### src/mstt_pkg.sv
// Shared types and constants for the multi-slot task timer.
package mstt_pkg;

    localparam int OP_W       = 2;
    localparam int INTERVAL_W = 16;
    localparam int TSLOT_W    = 4;
    localparam int SLOT_OUT_W = 4;
    localparam int STATUS_W   = 2;
    localparam int PADDR_W    = 3;
    localparam int PDATA_W    = 32;

    localparam logic [PADDR_W-1:0] ADDR_RUNNING = 3'd0;

    localparam logic [STATUS_W-1:0] ST_OK       = 2'd0;
    localparam logic [STATUS_W-1:0] ST_FULL     = 2'd1;
    localparam logic [STATUS_W-1:0] ST_INACTIVE = 2'd2;

    typedef enum logic [OP_W-1:0] {
        OP_TICK   = 2'd0,
        OP_ADD    = 2'd1,
        OP_REMOVE = 2'd2,
        OP_NONE   = 2'd3
    } op_t;

    typedef enum logic [1:0] {
        PUSH_NONE,
        PUSH_TICK_END,
        PUSH_FULL,
        PUSH_SINGLE
    } push_t;

    typedef struct packed {
        logic  load_in;
        logic  idx_clr;
        logic  idx_inc;
        logic  tick_step;
        logic  add_write;
        push_t push;
    } dp_cmd_t;

    typedef struct packed {
        op_t  op;
        logic slot_act;
        logic idx_last;
        logic out_ready;
    } dp_stat_t;

endpackage

### src/mstt_ram.sv
// Generic single-write, single-read RAM with registered read data.
module mstt_ram #(
    parameter int WIDTH = 16,
    parameter int DEPTH = 16,
    parameter int AW    = (DEPTH > 1) ? $clog2(DEPTH) : 1
) (
    input  logic             clk,
    input  logic             we,
    input  logic [AW-1:0]    waddr,
    input  logic [WIDTH-1:0] wdata,
    input  logic [AW-1:0]    raddr,
    output logic [WIDTH-1:0] rdata
);

    logic [WIDTH-1:0] mem [DEPTH];
    logic [WIDTH-1:0] rdata_reg;

    always_ff @(posedge clk)
    begin
        if (we)
        begin
            mem[waddr] <= wdata;
        end
        rdata_reg <= mem[raddr];
    end

    assign rdata = rdata_reg;

endmodule

### src/mstt_dp.sv
// Datapath of the task timer: slot flags, period and countdown RAMs, result register.
module mstt_dp #(
    parameter int SLOTS     = 16,
    parameter int TIME_BITS = 16,
    parameter int SW        = (SLOTS > 1) ? $clog2(SLOTS) : 1
) (
    input  logic                              clk,
    input  logic                              rst_n,
    input  logic [mstt_pkg::OP_W-1:0]         operation,
    input  logic [mstt_pkg::INTERVAL_W-1:0]   interval,
    input  logic                              single_shot,
    input  logic [mstt_pkg::TSLOT_W-1:0]      task_slot,
    input  mstt_pkg::dp_cmd_t                 cmd,
    output mstt_pkg::dp_stat_t                stat,
    input  logic                              out_stall,
    output logic                              out_valid,
    output logic [mstt_pkg::SLOT_OUT_W-1:0]   slot_out,
    output logic                              fired,
    output logic [mstt_pkg::STATUS_W-1:0]     status,
    output logic                              last
);

    mstt_pkg::op_t                      op_reg;
    logic [TIME_BITS-1:0]               ival_reg;
    logic                               single_reg;
    logic [mstt_pkg::TSLOT_W-1:0]       tslot_reg;
    logic [SW-1:0]                      idx_reg;
    logic [SLOTS-1:0]                   active_reg;
    logic [SLOTS-1:0]                   one_shot_reg;
    logic                               pend_valid_reg;
    logic [SW-1:0]                      pend_slot_reg;
    logic                               out_valid_reg;
    logic [mstt_pkg::SLOT_OUT_W-1:0]    slot_out_reg;
    logic                               fired_reg;
    logic [mstt_pkg::STATUS_W-1:0]      status_reg;
    logic                               last_reg;

    logic [TIME_BITS-1:0] ival_cut;
    logic [TIME_BITS-1:0] ival_load;
    logic [TIME_BITS-1:0] cd_rd;
    logic [TIME_BITS-1:0] period_rd;
    logic [TIME_BITS-1:0] cd_dec;
    logic                 fire;
    logic                 cd_we;
    logic [TIME_BITS-1:0] cd_wdata;
    logic                 out_ready;
    logic                 push;
    logic [SW-1:0]        tslot_idx;
    logic                 tslot_hit;
    logic                 flush_pend;

    assign ival_cut  = TIME_BITS'(interval);
    assign ival_load = (ival_cut == '0) ? TIME_BITS'(1) : ival_cut;

    assign cd_dec = cd_rd - TIME_BITS'(1);
    assign fire   = (cd_dec == '0);

    assign cd_we    = cmd.tick_step || cmd.add_write;
    assign cd_wdata = cmd.add_write ? ival_reg :
                      (fire && !one_shot_reg[idx_reg]) ? period_rd : cd_dec;

    assign tslot_idx = SW'(tslot_reg);
    assign tslot_hit = (int'(tslot_reg) < SLOTS) && active_reg[tslot_idx];

    assign out_ready  = !out_valid_reg || !out_stall;
    assign flush_pend = cmd.tick_step && fire && pend_valid_reg;
    assign push       = flush_pend || cmd.add_write || (cmd.push != mstt_pkg::PUSH_NONE);

    assign stat.op        = op_reg;
    assign stat.slot_act  = active_reg[idx_reg];
    assign stat.idx_last  = (idx_reg == SW'(SLOTS - 1));
    assign stat.out_ready = out_ready;

    mstt_ram #(
        .WIDTH (TIME_BITS),
        .DEPTH (SLOTS)
    ) u_cd_ram (
        .clk   (clk),
        .we    (cd_we),
        .waddr (idx_reg),
        .wdata (cd_wdata),
        .raddr (idx_reg),
        .rdata (cd_rd)
    );

    mstt_ram #(
        .WIDTH (TIME_BITS),
        .DEPTH (SLOTS)
    ) u_period_ram (
        .clk   (clk),
        .we    (cmd.add_write),
        .waddr (idx_reg),
        .wdata (ival_reg),
        .raddr (idx_reg),
        .rdata (period_rd)
    );

    always_ff @(posedge clk or negedge rst_n)
    begin
        if (!rst_n)
        begin
            active_reg     <= '0;
            one_shot_reg   <= '0;
            pend_valid_reg <= 1'b0;
            out_valid_reg  <= 1'b0;
        end
        else
        begin
            if (cmd.load_in)
            begin
                pend_valid_reg <= 1'b0;
            end
            if (cmd.tick_step && fire)
            begin
                pend_valid_reg <= 1'b1;
                if (one_shot_reg[idx_reg])
                begin
                    active_reg[idx_reg] <= 1'b0;
                end
            end
            if (cmd.add_write)
            begin
                active_reg[idx_reg]   <= 1'b1;
                one_shot_reg[idx_reg] <= single_reg;
            end
            if (cmd.push == mstt_pkg::PUSH_SINGLE && op_reg == mstt_pkg::OP_REMOVE
                && tslot_hit)
            begin
                active_reg[tslot_idx] <= 1'b0;
            end
            if (push)
            begin
                out_valid_reg <= 1'b1;
            end
            else if (!out_stall)
            begin
                out_valid_reg <= 1'b0;
            end
        end
    end

    always_ff @(posedge clk)
    begin
        if (cmd.load_in)
        begin
            op_reg     <= mstt_pkg::op_t'(operation);
            ival_reg   <= ival_load;
            single_reg <= single_shot;
            tslot_reg  <= task_slot;
        end
        if (cmd.idx_clr)
        begin
            idx_reg <= '0;
        end
        else if (cmd.idx_inc)
        begin
            idx_reg <= idx_reg + SW'(1);
        end
        if (cmd.tick_step && fire)
        begin
            pend_slot_reg <= idx_reg;
        end
        if (flush_pend)
        begin
            slot_out_reg <= mstt_pkg::SLOT_OUT_W'(pend_slot_reg);
            fired_reg    <= 1'b1;
            status_reg   <= mstt_pkg::ST_OK;
            last_reg     <= 1'b0;
        end
        else if (cmd.add_write)
        begin
            slot_out_reg <= mstt_pkg::SLOT_OUT_W'(idx_reg);
            fired_reg    <= 1'b0;
            status_reg   <= mstt_pkg::ST_OK;
            last_reg     <= 1'b1;
        end
        else
        begin
            unique case (cmd.push)
                mstt_pkg::PUSH_TICK_END:
                begin
                    slot_out_reg <= pend_valid_reg ?
                                    mstt_pkg::SLOT_OUT_W'(pend_slot_reg) : '0;
                    fired_reg    <= pend_valid_reg;
                    status_reg   <= mstt_pkg::ST_OK;
                    last_reg     <= 1'b1;
                end
                mstt_pkg::PUSH_FULL:
                begin
                    slot_out_reg <= '0;
                    fired_reg    <= 1'b0;
                    status_reg   <= mstt_pkg::ST_FULL;
                    last_reg     <= 1'b1;
                end
                mstt_pkg::PUSH_SINGLE:
                begin
                    if (op_reg == mstt_pkg::OP_REMOVE)
                    begin
                        slot_out_reg <= tslot_reg;
                        status_reg   <= tslot_hit ? mstt_pkg::ST_OK : mstt_pkg::ST_INACTIVE;
                    end
                    else
                    begin
                        slot_out_reg <= '0;
                        status_reg   <= mstt_pkg::ST_OK;
                    end
                    fired_reg <= 1'b0;
                    last_reg  <= 1'b1;
                end
                default:
                begin
                end
            endcase
        end
    end

    assign out_valid = out_valid_reg;
    assign slot_out  = slot_out_reg;
    assign fired     = fired_reg;
    assign status    = status_reg;
    assign last      = last_reg;

`ifndef SYNTH
    a_push_has_room: assert property (@(posedge clk) disable iff (!rst_n)
        push |-> out_ready)
        else $error("result pushed while the output register is held");

    a_one_shot_retires: assert property (@(posedge clk) disable iff (!rst_n)
        (cmd.tick_step && fire && one_shot_reg[idx_reg]) |=> !active_reg[$past(idx_reg)])
        else $error("one-shot slot stayed active after firing");

    a_one_add_at_a_time: assert property (@(posedge clk) disable iff (!rst_n)
        1'b1 |=> ($countones(active_reg) <= $countones($past(active_reg)) + 1))
        else $error("more than one slot claimed at once");
`endif

endmodule

### src/mstt_ctrl.sv
// Controller state machine that sequences ticks, adds and removes over the slot table.
module mstt_ctrl (
    input  logic               clk,
    input  logic               rst_n,
    input  logic               in_valid,
    output logic               in_stall,
    input  logic               running,
    input  mstt_pkg::dp_stat_t stat,
    output mstt_pkg::dp_cmd_t  cmd
);

    typedef enum logic [2:0] {
        S_IDLE,
        S_DECODE,
        S_TICK_RD,
        S_TICK_EV,
        S_TICK_END,
        S_ADD,
        S_SINGLE
    } state_t;

    state_t state_reg;
    state_t state_next;

    always_comb
    begin
        state_next    = state_reg;
        cmd.load_in   = 1'b0;
        cmd.idx_clr   = 1'b0;
        cmd.idx_inc   = 1'b0;
        cmd.tick_step = 1'b0;
        cmd.add_write = 1'b0;
        cmd.push      = mstt_pkg::PUSH_NONE;
        unique case (state_reg)
            S_IDLE:
            begin
                if (in_valid)
                begin
                    cmd.load_in = 1'b1;
                    cmd.idx_clr = 1'b1;
                    state_next  = S_DECODE;
                end
            end
            S_DECODE:
            begin
                unique case (stat.op)
                    mstt_pkg::OP_TICK:   state_next = running ? S_TICK_RD : S_TICK_END;
                    mstt_pkg::OP_ADD:    state_next = S_ADD;
                    mstt_pkg::OP_REMOVE: state_next = S_SINGLE;
                    mstt_pkg::OP_NONE:   state_next = S_SINGLE;
                    default:             state_next = S_SINGLE;
                endcase
            end
            S_TICK_RD:
            begin
                if (stat.slot_act)
                begin
                    state_next = S_TICK_EV;
                end
                else if (stat.idx_last)
                begin
                    state_next = S_TICK_END;
                end
                else
                begin
                    cmd.idx_inc = 1'b1;
                end
            end
            S_TICK_EV:
            begin
                if (stat.out_ready)
                begin
                    cmd.tick_step = 1'b1;
                    if (stat.idx_last)
                    begin
                        state_next = S_TICK_END;
                    end
                    else
                    begin
                        cmd.idx_inc = 1'b1;
                        state_next  = S_TICK_RD;
                    end
                end
            end
            S_TICK_END:
            begin
                if (stat.out_ready)
                begin
                    cmd.push   = mstt_pkg::PUSH_TICK_END;
                    state_next = S_IDLE;
                end
            end
            S_ADD:
            begin
                if (!stat.slot_act)
                begin
                    if (stat.out_ready)
                    begin
                        cmd.add_write = 1'b1;
                        state_next    = S_IDLE;
                    end
                end
                else if (stat.idx_last)
                begin
                    if (stat.out_ready)
                    begin
                        cmd.push   = mstt_pkg::PUSH_FULL;
                        state_next = S_IDLE;
                    end
                end
                else
                begin
                    cmd.idx_inc = 1'b1;
                end
            end
            S_SINGLE:
            begin
                if (stat.out_ready)
                begin
                    cmd.push   = mstt_pkg::PUSH_SINGLE;
                    state_next = S_IDLE;
                end
            end
            default:
            begin
                state_next = S_IDLE;
            end
        endcase
    end

    always_ff @(posedge clk or negedge rst_n)
    begin
        if (!rst_n)
        begin
            state_reg <= S_IDLE;
        end
        else
        begin
            state_reg <= state_next;
        end
    end

    assign in_stall = (state_reg != S_IDLE);

`ifndef SYNTH
    a_eval_only_active: assert property (@(posedge clk) disable iff (!rst_n)
        (state_reg == S_TICK_EV) |-> stat.slot_act)
        else $error("countdown evaluated for an inactive slot");

    a_accept_decodes: assert property (@(posedge clk) disable iff (!rst_n)
        (in_valid && !in_stall) |=> (state_reg == S_DECODE))
        else $error("accepted beat not decoded next cycle");
`endif

endmodule

### src/multi_slot_task_timer.sv
// Top level of the multi-slot task timer: configuration port, controller and datapath.
//
//   channel  | handshake              | beat contents
//   ---------+------------------------+--------------------------------------------
//   in       | in_valid / in_stall    | operation, interval, single_shot, task_slot
//   out      | out_valid / out_stall  | slot_out, fired, status, last
//   config   | psel/penable/pready    | paddr, pwrite, pwdata, prdata (running)
//
// A tick visits every slot in turn while running, and spends an extra evaluation state on each
// active slot, since its countdown is read from and written back to a RAM with a registered read.
// An add scans for the lowest free slot one per cycle. A remove or an unused operation goes
// from decode to a single result state. A stalled output holds the scan where it stands.
// Reset clears the active and one-shot flags, the running register and the controller.
module multi_slot_task_timer #(
    parameter int SLOTS     = 16,
    parameter int TIME_BITS = 16
) (
    input  logic                                clk,
    input  logic                                rst_n,
    input  logic                                in_valid,
    output logic                                in_stall,
    input  logic [mstt_pkg::OP_W-1:0]           operation,
    input  logic [mstt_pkg::INTERVAL_W-1:0]     interval,
    input  logic                                single_shot,
    input  logic [mstt_pkg::TSLOT_W-1:0]        task_slot,
    output logic                                out_valid,
    input  logic                                out_stall,
    output logic [mstt_pkg::SLOT_OUT_W-1:0]     slot_out,
    output logic                                fired,
    output logic [mstt_pkg::STATUS_W-1:0]       status,
    output logic                                last,
    input  logic                                psel,
    input  logic                                penable,
    input  logic                                pwrite,
    input  logic [mstt_pkg::PADDR_W-1:0]        paddr,
    input  logic [mstt_pkg::PDATA_W-1:0]        pwdata,
    output logic [mstt_pkg::PDATA_W-1:0]        prdata,
    output logic                                pready
);

    logic               running_reg;
    logic               cfg_write;
    mstt_pkg::dp_cmd_t  cmd;
    mstt_pkg::dp_stat_t stat;

    assign pready    = 1'b1;
    assign cfg_write = psel && penable && pwrite && pready;

    always_ff @(posedge clk or negedge rst_n)
    begin
        if (!rst_n)
        begin
            running_reg <= 1'b0;
        end
        else if (cfg_write && paddr == mstt_pkg::ADDR_RUNNING)
        begin
            running_reg <= pwdata[0];
        end
    end

    assign prdata = (paddr == mstt_pkg::ADDR_RUNNING) ?
                    mstt_pkg::PDATA_W'(running_reg) : '0;

    mstt_ctrl u_ctrl (
        .clk      (clk),
        .rst_n    (rst_n),
        .in_valid (in_valid),
        .in_stall (in_stall),
        .running  (running_reg),
        .stat     (stat),
        .cmd      (cmd)
    );

    mstt_dp #(
        .SLOTS     (SLOTS),
        .TIME_BITS (TIME_BITS)
    ) u_dp (
        .clk         (clk),
        .rst_n       (rst_n),
        .operation   (operation),
        .interval    (interval),
        .single_shot (single_shot),
        .task_slot   (task_slot),
        .cmd         (cmd),
        .stat        (stat),
        .out_stall   (out_stall),
        .out_valid   (out_valid),
        .slot_out    (slot_out),
        .fired       (fired),
        .status      (status),
        .last        (last)
    );

endmodule

### config.mk
export PLATFORM = sky130hd
export DESIGN_NAME = multi_slot_task_timer
export DESIGN_NICKNAME = d
export VERILOG_FILES = /design/src/mstt_pkg.sv /design/src/mstt_ram.sv /design/src/mstt_dp.sv /design/src/mstt_ctrl.sv /design/src/multi_slot_task_timer.sv
export SDC_FILE = /design/constraint.sdc
export NUM_CORES = 1
export LEC_CHECK = 0
export BUFFER_PORTS_ARGS = -buffer_cell sky130_fd_sc_hd__buf_4
export CAP_MARGIN = 40
export CORE_AREA = 2 2 243 245
export DETAILED_ROUTE_END_ITERATION = 8
export DIE_AREA = 0 0 245 247
export PLACE_DENSITY = 0.61
export SYNTH_ARGS = -nofsm -noshare
export SYNTH_HDL_FRONTEND = slang
export SYNTH_HIERARCHICAL = 1
export SYNTH_SLANG_ARGS = --single-unit
### constraint.sdc
create_clock -name clk -period 8.35 [get_ports clk]
set_clock_uncertainty 0.15 [all_clocks]
set_input_delay 0 -clock clk [delete_from_list [all_inputs] [get_ports clk]]
set_output_delay 0 -clock clk [all_outputs]
set_load 0.05 [all_outputs]
=== Word-level counts from Yosys, hierarchy flattened ===
Memory sizes are Yosys's and may differ from the RTL's. A register that Yosys moved wholly into a read port is not among the register bits.
Index checks and enable logic that the tools add are counted.

* Equality and inequality tests: 18
* Add/subtract/negate cells: 2
* $lt $le $gt $ge: 4
* Shifts and indexed selects: 0
* Divide/modulo/power cells: 0
* Bitwise gates (word level): 5
* Reductions and logical operators: 35
* $mul: 0
* Multiplexer cells: 66

{| class="wikitable"
|+ Operators with widths
! operator !! number
|-
| two-way mux 16 bit || 6
|-
| bitwise AND 16 bit || 2
|-
| zero test 16 bit || 2
|-
| NOT 16 bit || 2
|-
| two-way mux 3 bit || 9
|-
| two-way mux 1 bit || 25
|-
| two-way mux 2 bit || 9
|-
| one-hot mux 3 bit (6 select lines) || 1
|-
| bitwise mux 16 bit || 1
|-
| two-way mux 4 bit || 4
|-
| OR 16 bit || 1
|-
| subtractor 16 x 1 -> 16 bit, second input constant || 1
|-
| binary-select mux 1 bit (select 4 bit) || 3
|-
| one-hot mux 2 bit (3 select lines) || 2
|-
| one-hot mux 4 bit (3 select lines) || 1
|-
| logical AND 1 bit || 10
|-
| < comparator 4 x 5 -> 1 bit, second input constant || 2
|-
| == test 3 bit, second input constant || 3
|-
| one-hot mux 3 bit (3 select lines) || 1
|-
| nonzero test 3 bit || 3
|-
| demux 1 bit (select 4 bit) || 2
|-
| == test 2 bit, second input constant || 4
|-
| greater-or-equal comparator 4 x 1 -> 1 bit, second input constant || 2
|-
| OR reduction 2 bit || 4
|-
| other kinds (19) || 30
|}

* ROM bits: 0
* Output and inout bits: 43
* Memories kept: 2
* Bits in writable memories: 512
* Register bits after elaboration: 77
* Logic and storage cells: 148
* Bits in latches: 0
* Bits of input ports: 65

{| class="wikitable"
|+ Memory list
! name !! words !! width !! rd ports !! clocked after Yosys merged registers in !! write ports !! line !! RTL
|-
| u_dp.u_cd_ram.mem || 16 || 16 || 1 || 1 || 1 || mstt_ram.sv:15 || <nowiki>logic [WIDTH-1:0] mem [DEPTH];</nowiki>
|-
| u_dp.u_period_ram.mem || 16 || 16 || 1 || 1 || 1 || mstt_ram.sv:15 ||
|}

=== Longest topological paths before layout ===
* Word-level depth: 12
* Depth in mapped cells: 13
* Depth with buffers taken out: 11

=== Cells and area by module ===
The synthesis kept the hierarchy.

{| class="wikitable"
|+ Modules (own cells, without submodules)
! module !! area each (µm²) !! instances !! seq. area each (µm²) !! cells each
|-
| mstt_ram || 10,042.1 || 2 || 8,007.7 || 432
|-
| mstt_dp || 4,398.0 || 1 || 1,941.9 || 434
|-
| mstt_ctrl || 356.6 || 1 || 75.1 || 45
|-
| multi_slot_task_timer || 307.8 || 1 || 25.0 || 39
|}

=== Worst setup path after synthesis ===
No wires, ideal clock.

* Path type: reg2reg
* From: register u_dp.idx_reg[0]
* To: memory u_dp.u_cd_ram.mem[0][0], enable pin
* Clock period less this slack: 5,460 ps
* Arrival: 4,901 ps
* Path slack: 2,890 ps
* Library setup time: 409 ps
* Cell stages (with the launch flop): 11
* Cell sequence: dfxtp_1 -> buf_2 -> mux4_2 -> mux4_2 -> nor3_1 -> inv_1 -> clkbuf_1 -> clkbuf_1 -> nand2_1 -> or3b_2 -> nor3_1

{| class="wikitable"
|+ RTL lines
! element !! line !! RTL
|-
| from (decl) || mstt_dp.sv:27 || <nowiki>logic [SW-1:0] idx_reg;</nowiki>
|-
| from (signal assigned) || mstt_dp.sv:157 || <nowiki>idx_reg <= idx_reg + SW'(1);</nowiki>
|-
| to (decl) || mstt_ram.sv:15 ||
|}

==> flow_summary.ini <==
[clock_network]
htree_levels = 2
clk_root_buffer_cell = clkbuf_16
worst_setup_hold_path_clk_slew_ns = 0.06
numClockSinks = 621
cts_hold_buf = 54
clockBufferDepth = 3
cts_tree = yes
numCtsBuffers = 60
insertion_delay_to_the_later_sink_of_the_worst_skew_pair_ns = 0.64
cts_setup_buffers = 0
ctsResizeCount = 0

[place]
io_buffer_count = 44
hpwl_mm = 32.7
routabilityCongestion = 0.805

[finish]
top_regs = u_dp/u_cd_ram/mem: 256 flops, u_dp/u_period_ram/mem: 256 flops
layout-area-overhead-vs-synth_pct = 15.5
nets = 1594
seqCellArea_um2 = 18100
post_route_cells_drive_above_1_share_pct = 23.5
multi_input_area_um2 = 6540
diodes = 0
final.fill_count = 4683

[critical_path]
worstSetupStartpointType = register
regToRegEndpoint = u_dp/u_cd_ram/mem[2][10]
worst_path_max_delay_cell = dfxtp_4
critical-path-top-cell-by-count = mux4_2
timing.critical_path.cells = mux4_2, mux4_2, nor3_2, buf_4, inv_1, nand2_1, or3b_2, nor2_2, buf_8
worstRegToRegCells = 9
crit_path_max_incr_delay_ns = 0.71
cp_data_required_time_ns = 8.52
critPathKind = register to register
setup_slack_on_the_worst_flop_to_flop_path_ns = 4.04
timing.critical_path.arrival_ns = 4.48
critPathMaxFanout = 36
worstSetupEndpointType = register
worst_r2r_startpoint = u_dp/idx_reg[0]

[die]
die_x_um = 245
die_area_um2 = 60500
die_h_um = 247
initial_utilization_pct = 43.2
floorplan.rows = 89
design.portCount = 108
core_area_um2 = 58200

[logic_synthesis]
yosys_warnings = 6
post_synth_inst_count = 1382
synth.area.top_cells = edfxtp_1 65%, mux4_2 11%, dfrtp_1 3.8%
synth-main-ff-cell = edfxtp_1
synth_area_leader_cell = edfxtp_1
async_flop_share_pct = 6.12
syn-mean-instance-area_um2 = 18.2
ys_seq_elements = 621
synth_enable_flop_cells = 543
synth_cell_type_count = 67
yosysSeqAreaShare_pct = 71.8
synth_largest_type_area_fraction_pct = 64.8
synth_area_um2 = 25100

[timing]
setup_violations = 0
clock.fmax_mhz = 232
rsz_0062_raised_after_global_routing = no
period_share_pct = 51.6
tightestPinTransition_ns = 0.919
slew-limit-headroom_pct = 37.9
final-max-slew-violation-count = 0
timing.final.hold_violations = 0
finalSetupTns_ns = 0
period_needed_ns = 4.31

[route]
route.antenna.remaining_nets = 0
number_of_drc_violations_after_detailed_routing_iteration_0 = 1154
vias_per_cell = 5.59
routed-via-count = 13100
drt_pass_1_iters = 5
post_drt_wl_per_cell_um = 22.3
post-route-drc-count = 0
drt-total-wl_mm = 52.2

[global_routing]
grtUsageTotal_pct = 17.5
grt_start_max_net_pins = 59
grt_overflow_total = 0
antenna_found_initial = 0
grt_first_pass_wirelength_mm = 80.5
via_count_of_the_first_global_routing_pass = 13300

[power]
irDropWorstVdd_mv = 0.233
power.total_mw = 9.04
p_leak_nw = 9.54
power_density_nw_per_um2 = 311

[hold_path]
min_path_type = primary input to register
min_delay_worst_endpoint = running_reg
hold_path_startpoint = penable
whs_path_depth = 4

[run]
max_cap_violations = 0

[run_status]
run_status = complete, no violations
==> worst max path at each step <==
stage,startpoint,endpoint,slack [ns],depth (start not counted)
floorplan,u_dp/idx_reg[0],u_dp/u_cd_ram/mem[0][0],2.89,10
global placement,u_dp/idx_reg[0],u_dp/u_cd_ram/mem[2][13],3.65,8
detailed placement,u_dp/idx_reg[0],u_dp/u_cd_ram/mem[2][11],4.02,9
CTS,u_dp/idx_reg[0],u_dp/u_cd_ram/mem[2][10],4.01,9
global route,u_dp/idx_reg[0],u_dp/u_cd_ram/mem[2][10],3.72,9
finish,u_dp/idx_reg[0],u_dp/u_cd_ram/mem[2][10],4.04,9
==> cells in the mapped netlist (13+ instances only) <==
cell type / n
mux4_2: 122
a31oi_1: 21
buf_4: 40
edfxtp_1: 543
dfxtp_1: 40
a22oi_1: 64
o22ai_1: 13
dfrtp_1: 38
nor2_1: 48
nor3_1: 28
o21ai_1: 16
mux4_1: 20
clkbuf_1: 50
inv_1: 17
nand2_1: 77
nand3_1: 18
mux2_2: 16
==> critical path: cells and delay by family (launching register included) <==
kind,cells,cell delay [ns]
mux,2,1.15
buf+inv,3,0.72
simple gates,4,1.24
flops,1,0.71
==> cell usage in the layout, fill, tap and decap left out, types with 32 or more instances in the layout <==
cell	Yosys	layout
a22oi_1	64	64
buf_4	40	94
clkbuf_16	0	60
conb_1	2	32
dfrtp_1	38	38
dfxtp_1	40	38
dlygate4sd3_1	0	53
edfxtp_1	543	543
mux4_2	122	122
nand2_1	77	77
nor2_1	48	35
==> cell type report <==
| cell class | instances | area share, % |
|---|---|---|
| Clock inverter | 28 | 0.840 |
| Multi-Input combinational cell | 653 | 22.5 |
| Timing Repair Buffer | 166 | 5.34 |
| Inverter | 17 | 0.220 |
| Clock buffer | 85 | 5.56 |
| Tap cell | 773 | 3.33 |
| Sequential cell | 621 | 62.2 |
==> cell families after synthesis <==
group,after synthesis,synth area share [%]
and+or+nand+nor,263,5.47
DFF,621,71.8
other,2,0.0299
muxes,163,13.9
AOI/OAI and AO/OA,170,4.77
buffers and inverters,138,2.96
adders and majority gates,10,0.498
xor gates and xnor gates,15,0.522
==> power breakdown <==
group / switching (mW) / internal [mW] / leakage (nW)
clock: 1.13 / 1.41 / 0.898
sequential: 0.276 / 3.97 / 5.73
combinational: 1.32 / 0.921 / 2.91
total: 2.73 / 6.31 / 9.54
==> per-stage QoR <==
stage	instance area (µm²)	setup WS [ns]	util, %	hold slack (ns)	std cells
4_1_cts	29000	4.01	49.9	0.0685	2342
3_3_place_gp	26200	3.65	45.0	-0.150	2141
2_1_floorplan	25300	2.89	-	-0.446	1412
6_report	29000	4.04	49.9	0.131	2343
5_1_grt	29000	3.72	49.9	0.141	2343
3_5_place_dp	26600	4.02	45.7	-0.145	2175
==> layer usage <==
metal  vias to the layer above  GRT usage, %  part of all wire [%]
met5                         -             0                     0
met4                         0          4.90                   2.1
met3                        94          2.69                   5.6
met2                       355          27.7                    47
met1                      6820          25.4                    45
li1                       5825             -                     -
Note: power is estimated with default switching activity, not from simulation.
